===== src/sv/mrrc_pkg.sv =====
// Types and constants shared by the mixed-radix range cursor and its checker.
`timescale 1ns / 1ps
`default_nettype none
package mrrc_pkg;

  localparam int DATA_W      = 64;
  localparam int DIGIT_W     = 16;
  localparam int NUM_RADIX   = 6;
  localparam int CNT_W       = 6;
  localparam int STATUS_W    = 3;
  localparam int DCOUNT_W    = 3;
  localparam int CFG_IDX_W   = 3;
  localparam int CFG_DATA_W  = 16;
  localparam int IN_TDATA_W  = 2 * DATA_W;
  localparam int OUT_TDATA_W = NUM_RADIX * DIGIT_W;

  localparam logic CMD_START = 1'b0;
  localparam logic CMD_STEP  = 1'b1;

  localparam logic [STATUS_W-1:0] ST_OK        = 3'd0;
  localparam logic [STATUS_W-1:0] ST_REFUSED   = 3'd1;
  localparam logic [STATUS_W-1:0] ST_OVERFLOW  = 3'd2;
  localparam logic [STATUS_W-1:0] ST_EXHAUSTED = 3'd3;
  localparam logic [STATUS_W-1:0] ST_NO_WINDOW = 3'd4;

  localparam logic [CFG_IDX_W-1:0] REG_DIGIT_COUNT = 3'd0;
  localparam logic [CFG_IDX_W-1:0] REG_RADIX_0     = 3'd1;

  typedef enum logic [6:0] {
    S_IDLE = 7'b0000001,
    S_STEP = 7'b0000010,
    S_MUL  = 7'b0000100,
    S_CHK1 = 7'b0001000,
    S_CHK2 = 7'b0010000,
    S_DIV  = 7'b0100000,
    S_OUT  = 7'b1000000
  } state_t;

endpackage
`default_nettype wire


===== src/sv/mixed_radix_range_cursor.sv =====
// Mixed-radix odometer with windowed start and carry stepping over one shared adder.
// A step item passes through accept, step and result states.
// A start item runs a shift-add product over the digits in use, the window checks,
// a restoring division per digit (one quotient bit per cycle), and then the result.
// Throughput: one item at a time; the next item is accepted after the result is taken.
// Reset: synchronous active-low rst_n clears control state, no window, config to reset values.
`timescale 1ns / 1ps
`default_nettype none
module mixed_radix_range_cursor
  import mrrc_pkg::*;
#(
  parameter int MAX_DIGITS = 6,
  parameter int RADIX_BITS = 16
) (
  input  wire logic                   clk,
  input  wire logic                   rst_n,
  input  wire logic                   in_tvalid,
  output logic                        in_tready,
  input  wire logic [IN_TDATA_W-1:0]  in_tdata,   // offset[63:0], count[127:64]
  input  wire logic [0:0]             in_tuser,   // command[0]
  output logic                        out_tvalid,
  input  wire logic                   out_tready,
  output logic [OUT_TDATA_W-1:0]      out_tdata,  // digit_0[15:0] .. digit_5[95:80]
  output logic [STATUS_W-1:0]         out_tuser,  // status[2:0]
  input  wire logic                   cfg_we,
  input  wire logic [CFG_IDX_W-1:0]   cfg_index,
  input  wire logic [CFG_DATA_W-1:0]  cfg_data
);

  localparam int RB    = (RADIX_BITS < DIGIT_W) ? RADIX_BITS : DIGIT_W;
  localparam int RB_IW = $clog2(RB);
  localparam logic [DCOUNT_W-1:0] MAXD = DCOUNT_W'(MAX_DIGITS);

  state_t state_r, state_nxt;
  logic [DCOUNT_W-1:0] digit_count_r, digit_count_nxt;
  logic [DIGIT_W-1:0]  radix_r [NUM_RADIX];
  logic [DIGIT_W-1:0]  radix_nxt [NUM_RADIX];
  logic [RB-1:0]       pos_r [MAX_DIGITS];
  logic [RB-1:0]       pos_nxt [MAX_DIGITS];
  logic [DATA_W-1:0]   off_r, off_nxt;
  logic [DATA_W-1:0]   remaining_r, remaining_nxt;
  logic [DATA_W-1:0]   prod_r, prod_nxt;
  logic [DATA_W-1:0]   acc_r, acc_nxt;
  logic [RB-1:0]       rem_r, rem_nxt;
  logic [CNT_W-1:0]    cnt_r, cnt_nxt;
  logic [DCOUNT_W-1:0] dig_r, dig_nxt;
  logic                ovf_r, ovf_nxt;
  logic                active_r, active_nxt;
  logic [STATUS_W-1:0] status_r, status_nxt;
  logic                show_r, show_nxt;

  logic [DCOUNT_W-1:0] n_use;
  logic [RB-1:0]       r_cur;
  logic [RB:0]         rem_sh;
  logic [DATA_W-1:0]   add_a, add_b;
  logic                add_cin;
  logic [DATA_W:0]     sum;
  logic                ovf_now;
  logic [RB-1:0]       rem_new;
  logic [RB-1:0]       inc [MAX_DIGITS];
  logic                inc_ok [MAX_DIGITS];
  logic [RB-1:0]       step_pos [MAX_DIGITS];
  logic                step_carry;
  logic [CFG_IDX_W-1:0] radix_idx;

  always_comb begin
    if (digit_count_r == '0) begin
      n_use = DCOUNT_W'(1);
    end else if (digit_count_r > MAXD) begin
      n_use = MAXD;
    end else begin
      n_use = digit_count_r;
    end
  end

  assign r_cur   = radix_r[dig_r][RB-1:0];
  assign rem_sh  = {rem_r, off_r[DATA_W-1]};

  // The one adder: shift-add product, window checks, division and decrement.
  always_comb begin
    add_a   = '0;
    add_b   = '0;
    add_cin = 1'b0;
    case (state_r)
      S_MUL: begin
        add_a = {acc_r[DATA_W-2:0], 1'b0};
        add_b = r_cur[cnt_r[RB_IW-1:0]] ? prod_r : '0;
      end
      S_CHK1: begin
        add_a   = prod_r;
        add_b   = ~off_r;
        add_cin = 1'b1;
      end
      S_CHK2: begin
        add_a   = acc_r;
        add_b   = ~remaining_r;
        add_cin = 1'b1;
      end
      S_DIV: begin
        add_a   = DATA_W'(rem_sh);
        add_b   = ~DATA_W'(r_cur);
        add_cin = 1'b1;
      end
      S_STEP: begin
        add_a = remaining_r;
        add_b = '1;
      end
      default: begin
        add_a = '0;
      end
    endcase
  end

  assign sum     = {1'b0, add_a} + {1'b0, add_b} + (DATA_W + 1)'(add_cin);
  assign ovf_now = ovf_r | acc_r[DATA_W-1] | sum[DATA_W];
  assign rem_new = sum[DATA_W] ? sum[RB-1:0] : rem_sh[RB-1:0];

  always_comb begin
    logic found;
    found = 1'b0;
    for (int i = 0; i < MAX_DIGITS; i++) begin
      inc[i]      = pos_r[i] + 1'b1;
      inc_ok[i]   = (inc[i] != '0) && (inc[i] < radix_r[i][RB-1:0])
                    && (DCOUNT_W'(i) < n_use);
      step_pos[i] = pos_r[i];
      if (!found) begin
        if (inc_ok[i]) begin
          step_pos[i] = inc[i];
          found       = 1'b1;
        end else if (DCOUNT_W'(i) < n_use) begin
          step_pos[i] = '0;
        end
      end
    end
    step_carry = !found;
  end

  assign radix_idx = cfg_index - REG_RADIX_0;

  always_comb begin
    state_nxt       = state_r;
    digit_count_nxt = digit_count_r;
    radix_nxt       = radix_r;
    pos_nxt         = pos_r;
    off_nxt         = off_r;
    remaining_nxt   = remaining_r;
    prod_nxt        = prod_r;
    acc_nxt         = acc_r;
    rem_nxt         = rem_r;
    cnt_nxt         = cnt_r;
    dig_nxt         = dig_r;
    ovf_nxt         = ovf_r;
    active_nxt      = active_r;
    status_nxt      = status_r;
    show_nxt        = show_r;

    if (cfg_we) begin
      if (cfg_index == REG_DIGIT_COUNT) begin
        digit_count_nxt = cfg_data[DCOUNT_W-1:0];
      end else if (cfg_index >= REG_RADIX_0 && radix_idx < CFG_IDX_W'(NUM_RADIX)) begin
        radix_nxt[radix_idx] = cfg_data;
      end
    end

    case (state_r)
      S_IDLE: begin
        if (in_tvalid) begin
          if (in_tuser[0] == CMD_STEP) begin
            state_nxt = S_STEP;
          end else begin
            off_nxt       = in_tdata[DATA_W-1:0];
            remaining_nxt = in_tdata[IN_TDATA_W-1:DATA_W];
            prod_nxt      = DATA_W'(1);
            acc_nxt       = '0;
            ovf_nxt       = 1'b0;
            dig_nxt       = '0;
            cnt_nxt       = CNT_W'(RB - 1);
            state_nxt     = S_MUL;
          end
        end
      end
      S_MUL: begin
        acc_nxt = sum[DATA_W-1:0];
        ovf_nxt = ovf_now;
        if (cnt_r == '0) begin
          if (ovf_now) begin
            status_nxt = ST_OVERFLOW;
            show_nxt   = 1'b0;
            active_nxt = 1'b0;
            state_nxt  = S_OUT;
          end else begin
            prod_nxt = sum[DATA_W-1:0];
            acc_nxt  = '0;
            ovf_nxt  = 1'b0;
            if (dig_r == n_use - DCOUNT_W'(1)) begin
              state_nxt = S_CHK1;
            end else begin
              dig_nxt = dig_r + DCOUNT_W'(1);
              cnt_nxt = CNT_W'(RB - 1);
            end
          end
        end else begin
          cnt_nxt = cnt_r - CNT_W'(1);
        end
      end
      S_CHK1: begin
        if (!sum[DATA_W] || sum[DATA_W-1:0] == '0 || remaining_r == '0) begin
          status_nxt = ST_REFUSED;
          show_nxt   = 1'b0;
          active_nxt = 1'b0;
          state_nxt  = S_OUT;
        end else begin
          acc_nxt   = sum[DATA_W-1:0];
          state_nxt = S_CHK2;
        end
      end
      S_CHK2: begin
        if (!sum[DATA_W]) begin
          status_nxt = ST_REFUSED;
          show_nxt   = 1'b0;
          active_nxt = 1'b0;
          state_nxt  = S_OUT;
        end else begin
          dig_nxt   = '0;
          cnt_nxt   = CNT_W'(DATA_W - 1);
          rem_nxt   = '0;
          state_nxt = S_DIV;
        end
      end
      S_DIV: begin
        rem_nxt = rem_new;
        off_nxt = {off_r[DATA_W-2:0], sum[DATA_W]};
        if (cnt_r == '0) begin
          for (int i = 0; i < MAX_DIGITS; i++) begin
            if (DCOUNT_W'(i) == dig_r) begin
              pos_nxt[i] = rem_new;
            end else if (DCOUNT_W'(i) >= n_use) begin
              pos_nxt[i] = '0;
            end
          end
          rem_nxt = '0;
          if (dig_r == n_use - DCOUNT_W'(1)) begin
            active_nxt = 1'b1;
            status_nxt = ST_OK;
            show_nxt   = 1'b1;
            state_nxt  = S_OUT;
          end else begin
            dig_nxt = dig_r + DCOUNT_W'(1);
            cnt_nxt = CNT_W'(DATA_W - 1);
          end
        end else begin
          cnt_nxt = cnt_r - CNT_W'(1);
        end
      end
      S_STEP: begin
        show_nxt  = 1'b0;
        state_nxt = S_OUT;
        if (!active_r) begin
          status_nxt = ST_NO_WINDOW;
        end else if (remaining_r == '0) begin
          status_nxt = ST_EXHAUSTED;
        end else begin
          remaining_nxt = sum[DATA_W-1:0];
          if (sum[DATA_W-1:0] == '0) begin
            status_nxt = ST_EXHAUSTED;
          end else if (step_carry) begin
            pos_nxt       = step_pos;
            remaining_nxt = '0;
            status_nxt    = ST_EXHAUSTED;
          end else begin
            pos_nxt    = step_pos;
            status_nxt = ST_OK;
            show_nxt   = 1'b1;
          end
        end
      end
      S_OUT: begin
        if (out_tready) begin
          state_nxt = S_IDLE;
        end
      end
      default: begin
        state_nxt = S_IDLE;
      end
    endcase
  end

  always_ff @(posedge clk) begin
    if (!rst_n) begin
      state_r       <= S_IDLE;
      digit_count_r <= DCOUNT_W'(1);
      for (int i = 0; i < NUM_RADIX; i++) begin
        radix_r[i] <= DIGIT_W'(1);
      end
      for (int i = 0; i < MAX_DIGITS; i++) begin
        pos_r[i] <= '0;
      end
      remaining_r <= '0;
      active_r    <= 1'b0;
      status_r    <= ST_OK;
      show_r      <= 1'b0;
      ovf_r       <= 1'b0;
      cnt_r       <= '0;
      dig_r       <= '0;
    end else begin
      state_r       <= state_nxt;
      digit_count_r <= digit_count_nxt;
      radix_r       <= radix_nxt;
      pos_r         <= pos_nxt;
      remaining_r   <= remaining_nxt;
      active_r      <= active_nxt;
      status_r      <= status_nxt;
      show_r        <= show_nxt;
      ovf_r         <= ovf_nxt;
      cnt_r         <= cnt_nxt;
      dig_r         <= dig_nxt;
    end
  end

  always_ff @(posedge clk) begin
    off_r  <= off_nxt;
    prod_r <= prod_nxt;
    acc_r  <= acc_nxt;
    rem_r  <= rem_nxt;
  end

  assign in_tready  = (state_r == S_IDLE);
  assign out_tvalid = (state_r == S_OUT);
  assign out_tuser  = status_r;

  for (genvar g = 0; g < NUM_RADIX; g++) begin : g_out
    if (g < MAX_DIGITS) begin : g_used
      assign out_tdata[g*DIGIT_W +: DIGIT_W] =
        (show_r && DCOUNT_W'(g) < n_use) ? DIGIT_W'(pos_r[g]) : '0;
    end else begin : g_unused
      assign out_tdata[g*DIGIT_W +: DIGIT_W] = '0;
    end
  end

endmodule
`default_nettype wire


===== config.mk =====
export PLATFORM = sky130hd
export DESIGN_NAME = mixed_radix_range_cursor
export DESIGN_NICKNAME = d
export VERILOG_FILES = /design/src/sv/mrrc_pkg.sv /design/src/sv/mixed_radix_range_cursor.sv
export SDC_FILE = /design/constraint.sdc
export NUM_CORES = 2
export LEC_CHECK = 0
export ABC_AREA = 0
export BUFFER_PORTS_ARGS = -buffer_cell sky130_fd_sc_hd__buf_2
export CAP_MARGIN = 40
export CORE_MARGIN = 2
export CORE_UTILIZATION = 40
export DETAILED_ROUTE_END_ITERATION = 10
export GPL_ROUTABILITY_DRIVEN = 0
export PLACE_DENSITY = 0.66
export SLEW_MARGIN = 20
export SYNTH_ARGS = -nofsm -noshare
export SYNTH_HDL_FRONTEND = slang
export SYNTH_SLANG_ARGS = --single-unit

===== constraint.sdc =====
create_clock -name clk -period 26.7 [get_ports clk]
set_input_delay 5.34 -clock clk [delete_from_list [all_inputs] [get_ports clk]]
set_output_delay 5.34 -clock clk [all_outputs]
set_load 0.1 [all_outputs]

==> impl_results.md <==
* Die ar. at 0.0886 mm²
* DPL Wire Length at 97.2 mm
* Area Growth Syn to Fin at 13.0%
* Reg2reg end: remaining_r[33]
* Multi-input gate area in the final layout at 0.0210 mm²
* Crit Path Class: flop to flop
* Root Driver: clkbuf_16
* R2R Path Start: dig_r[1]
* TNS Setup at 0 ns
* Final Skew at 0.0982 ns
* Hold Path Sink: radix_r[89]
* Crit path capture type: flop
* Wire per inst at 23.8 µm
* Post-synth ARST share at 0
* Pwr per Cell Area at 65.6 mW/mm²
* Run status: finished, final reports clean
* DR vias at 34200
* Unrepaired setup endpoints after global routing: no
* Predominant post-synthesis flop cell: dfxtp_1
* Worst path required time at 27.25 ns
* Met2 Track Usage GR at 0.446
* Clock Tree Buf Depth at 3
* Number of synthesis warnings at 0
* Fmax at 103 MHz
* I/O pin cnt at 254
* # DRC at 0
* PnR worst setup slack at 16.99 ns
* Worst-case vdd ir drop at 0.0582 mV
* Initial antenna violation count at 1
* Global Route Usage Sum at 0.282
* First-pass GRT wire length at 197 mm
* Pre-CTS WS at 17.34 ns
* Slew headroom at 0.349
* Wirelength, routed at 131 mm
* Core area at 0.0853 mm²
* Post-synth EDFFs at 208
* Syn Nets at 4533
* Worst-Margin Slew at 0.974 ns
* # setup viols final at 0
* CTS tree: done
* CP Launch Type: flop
* Sequential cell area at 0.0119 mm²
* Worst Reg-to-Reg Cells at 24
* Vias in the first global route at 31800
* Most utilized layer in the global route result: met2
* Hold Path Stages at 2
* Synth Cell Area at 0.0345 mm²
* Hold path startpoint: radix_r[89]
* Met1 Resource Use GR at 0.372
* Drt first pass iters at 6
* Latest clock arrival within the worst-skew pair at 0.70 ns
* Total CTS buffers at 56
* Num rows at 107
* Final worst-path cycle share at 0.364
* Die Wd at 298 µm
* CTS Hold Bufs at 0
* Crit Path Max Fanout at 64
* DIE HEIGHT at 298 µm
* Worst reg-to-reg setup slack at 16.99 ns
* Count of pins over their slew limit at 0
* Cell variety after synth at 104
* Min Tclk post-route at 9.71 ns
* Avg Vias per Cell at 6.23
* Max H-tree Level at 2
* Number of port buffers at 253
* Final hold viol count at 0
* GRT overflow at 0
* Post-DRT Antenna Nets at 0
* Nets@finish at 4628
* Setup bufs post-CTS at 0
* WHS at 0.455 ns
* Mapped Cells at 4206
* LEAKAGE at 15.9 nW
* Avg Cell Area, Syn at 8.20 µm²
* Register area share after synthesis at 0.344
* Iter 0 DRT Violations at 4108
* Max-Cap Viols at 0
* CTS sink cnt at 489
* Fillers at 8449
* Largest net degree at the start of global routing at 82
* Clock slew seen by the registers of the worst setup and hold paths at 0.06 ns
* Layout cells sized above 1 at 0.122
* Grt met3 use at 0.0519
* Initial core utilization at 0.405
* CTS resizes at 0
* Min-delay worst type: flop to flop
* Yosys reg bits at 489
* Crit path DAT at 10.25 ns
routing by layer:
layer  wire length, µm  up-vias
li1                  -    15600
met4              6880        0
met2             58100     1958
met3             13400      373
met1             52500    16300
met5                 0        -
registers in the layout, indices dropped and copies added, names as in the netlist, 3 cells and up:
| name | flops |
|---|---|
| pos_r | 96 |
| rem_r | 16 |
| state_r | 7 |
| digit_count_r | 3 |
| off_r | 64 |
| radix_r | 96 |
| remaining_r | 64 |
| dig_r | 3 |
| acc_r | 64 |
| cnt_r | 6 |
| out_tuser | 3 |
| prod_r | 64 |
layout make-up:
class	count	area share
antenna	2	0.000128
sequential	489	0.304
clock buffer	66	0.0380
inverter	152	0.0147
tap	1144	0.0367
timing repair buffer	336	0.0534
multi-input combinational	3266	0.539
clock inverter	40	0.0134
worst max path at each step:
stage	startpoint	to	slack (ns)	cells past startpoint
3_5_place_dp	dig_r[1]	remaining_r[33]	17.34	24
6_report	dig_r[1]	remaining_r[33]	16.99	24
5_1_grt	dig_r[1]	remaining_r[28]	16.70	24
4_1_cts	dig_r[1]	remaining_r[33]	17.28	24
3_3_place_gp	dig_r[0]	remaining_r[33]	16.95	24
2_1_floorplan	dig_r[0]	acc_r[0]	16.58	23
where the power goes:
part / switching [mW] / internal [mW] / leakage (nW)
combinational: 0.485 / 0.210 / 10.6
sequential: 0.0942 / 0.926 / 4.25
clock: 0.353 / 0.488 / 0.967
critical path, cell delays in order (launching register included):
cell and delay [ns]:
dfxtp_1 0.44, clkinv_1 0.57, nand2_1 0.64, o21ai_0 0.24
mux4_2 0.51, mux4_2 0.49, and2_2 0.20, buf_4 0.32
a211o_1 0.41, fa_1 0.45, fa_1 0.49, a211oi_4 0.45
nor2_2 0.11, a221oi_2 0.45, o221a_2 0.36, o21ai_0 0.11
xnor2_1 0.54, o311ai_0 0.32, nor4_1 0.41, nand4_4 0.27
o21ai_2 0.20, buf_4 0.34, nand2_1 0.51, buf_4 0.44
o41ai_1 0.26
cell families after synthesis:
kind of cell               Yosys count  share of synthesized area
adders and majority gates          174                     0.0635
DFF                                489                      0.344
muxes                              199                     0.0654
buffers and inverters              451                     0.0514
xor gates and xnor gates           149                     0.0378
AOI/OAI and AO/OA                 1116                      0.219
and+or+nand+nor                   1628                      0.218
synthesized netlist by cell type, types with 87 or more instances:
master    number  area, µm²
dfxtp_1      281       5630
mux2i_1      176       1760
a21oi_1      297       1490
clkbuf_1     233        875
nor2_1       415       1560
edfxtp_1     208       6250
xnor2_1       87        762
nand3_1      147        736
ha_1         172       2150
a22oi_1      129        968
inv_1        148        556
o21ai_0      134        671
nand2_1      598       2240
cell usage in the layout (no fill, tap or decap), drive strengths merged, types with 85 or more instances in the layout:
cell type,synthesis,final
dfxtp,281,281
mux2i,176,176
nand2,598,598
o21ai,157,157
ha,172,172
a22oi,129,129
nand3,147,147
edfxtp,208,208
buf,66,336
a21o,85,85
nor2,416,416
inv,149,152
a21oi,300,300
xnor2,87,87
through the flow:
| stage | instance area, µm² | instances | utilization | total power, mW |
|---|---|---|---|---|
| 6_report | 39000 | 5495 | 0.457 | 2.56 |
| 5_1_grt | 39000 | 5494 | 0.457 | 2.64 |
| 4_1_cts | 38900 | 5488 | 0.456 | 2.54 |
| 3_5_place_dp | 36900 | 5382 | 0.433 | 1.71 |
| 3_3_place_gp | 36600 | 5357 | 0.429 | 1.68 |
| 2_1_floorplan | 34500 | 4206 | - | 1.46 |
(Power assumes the default switching activity.)
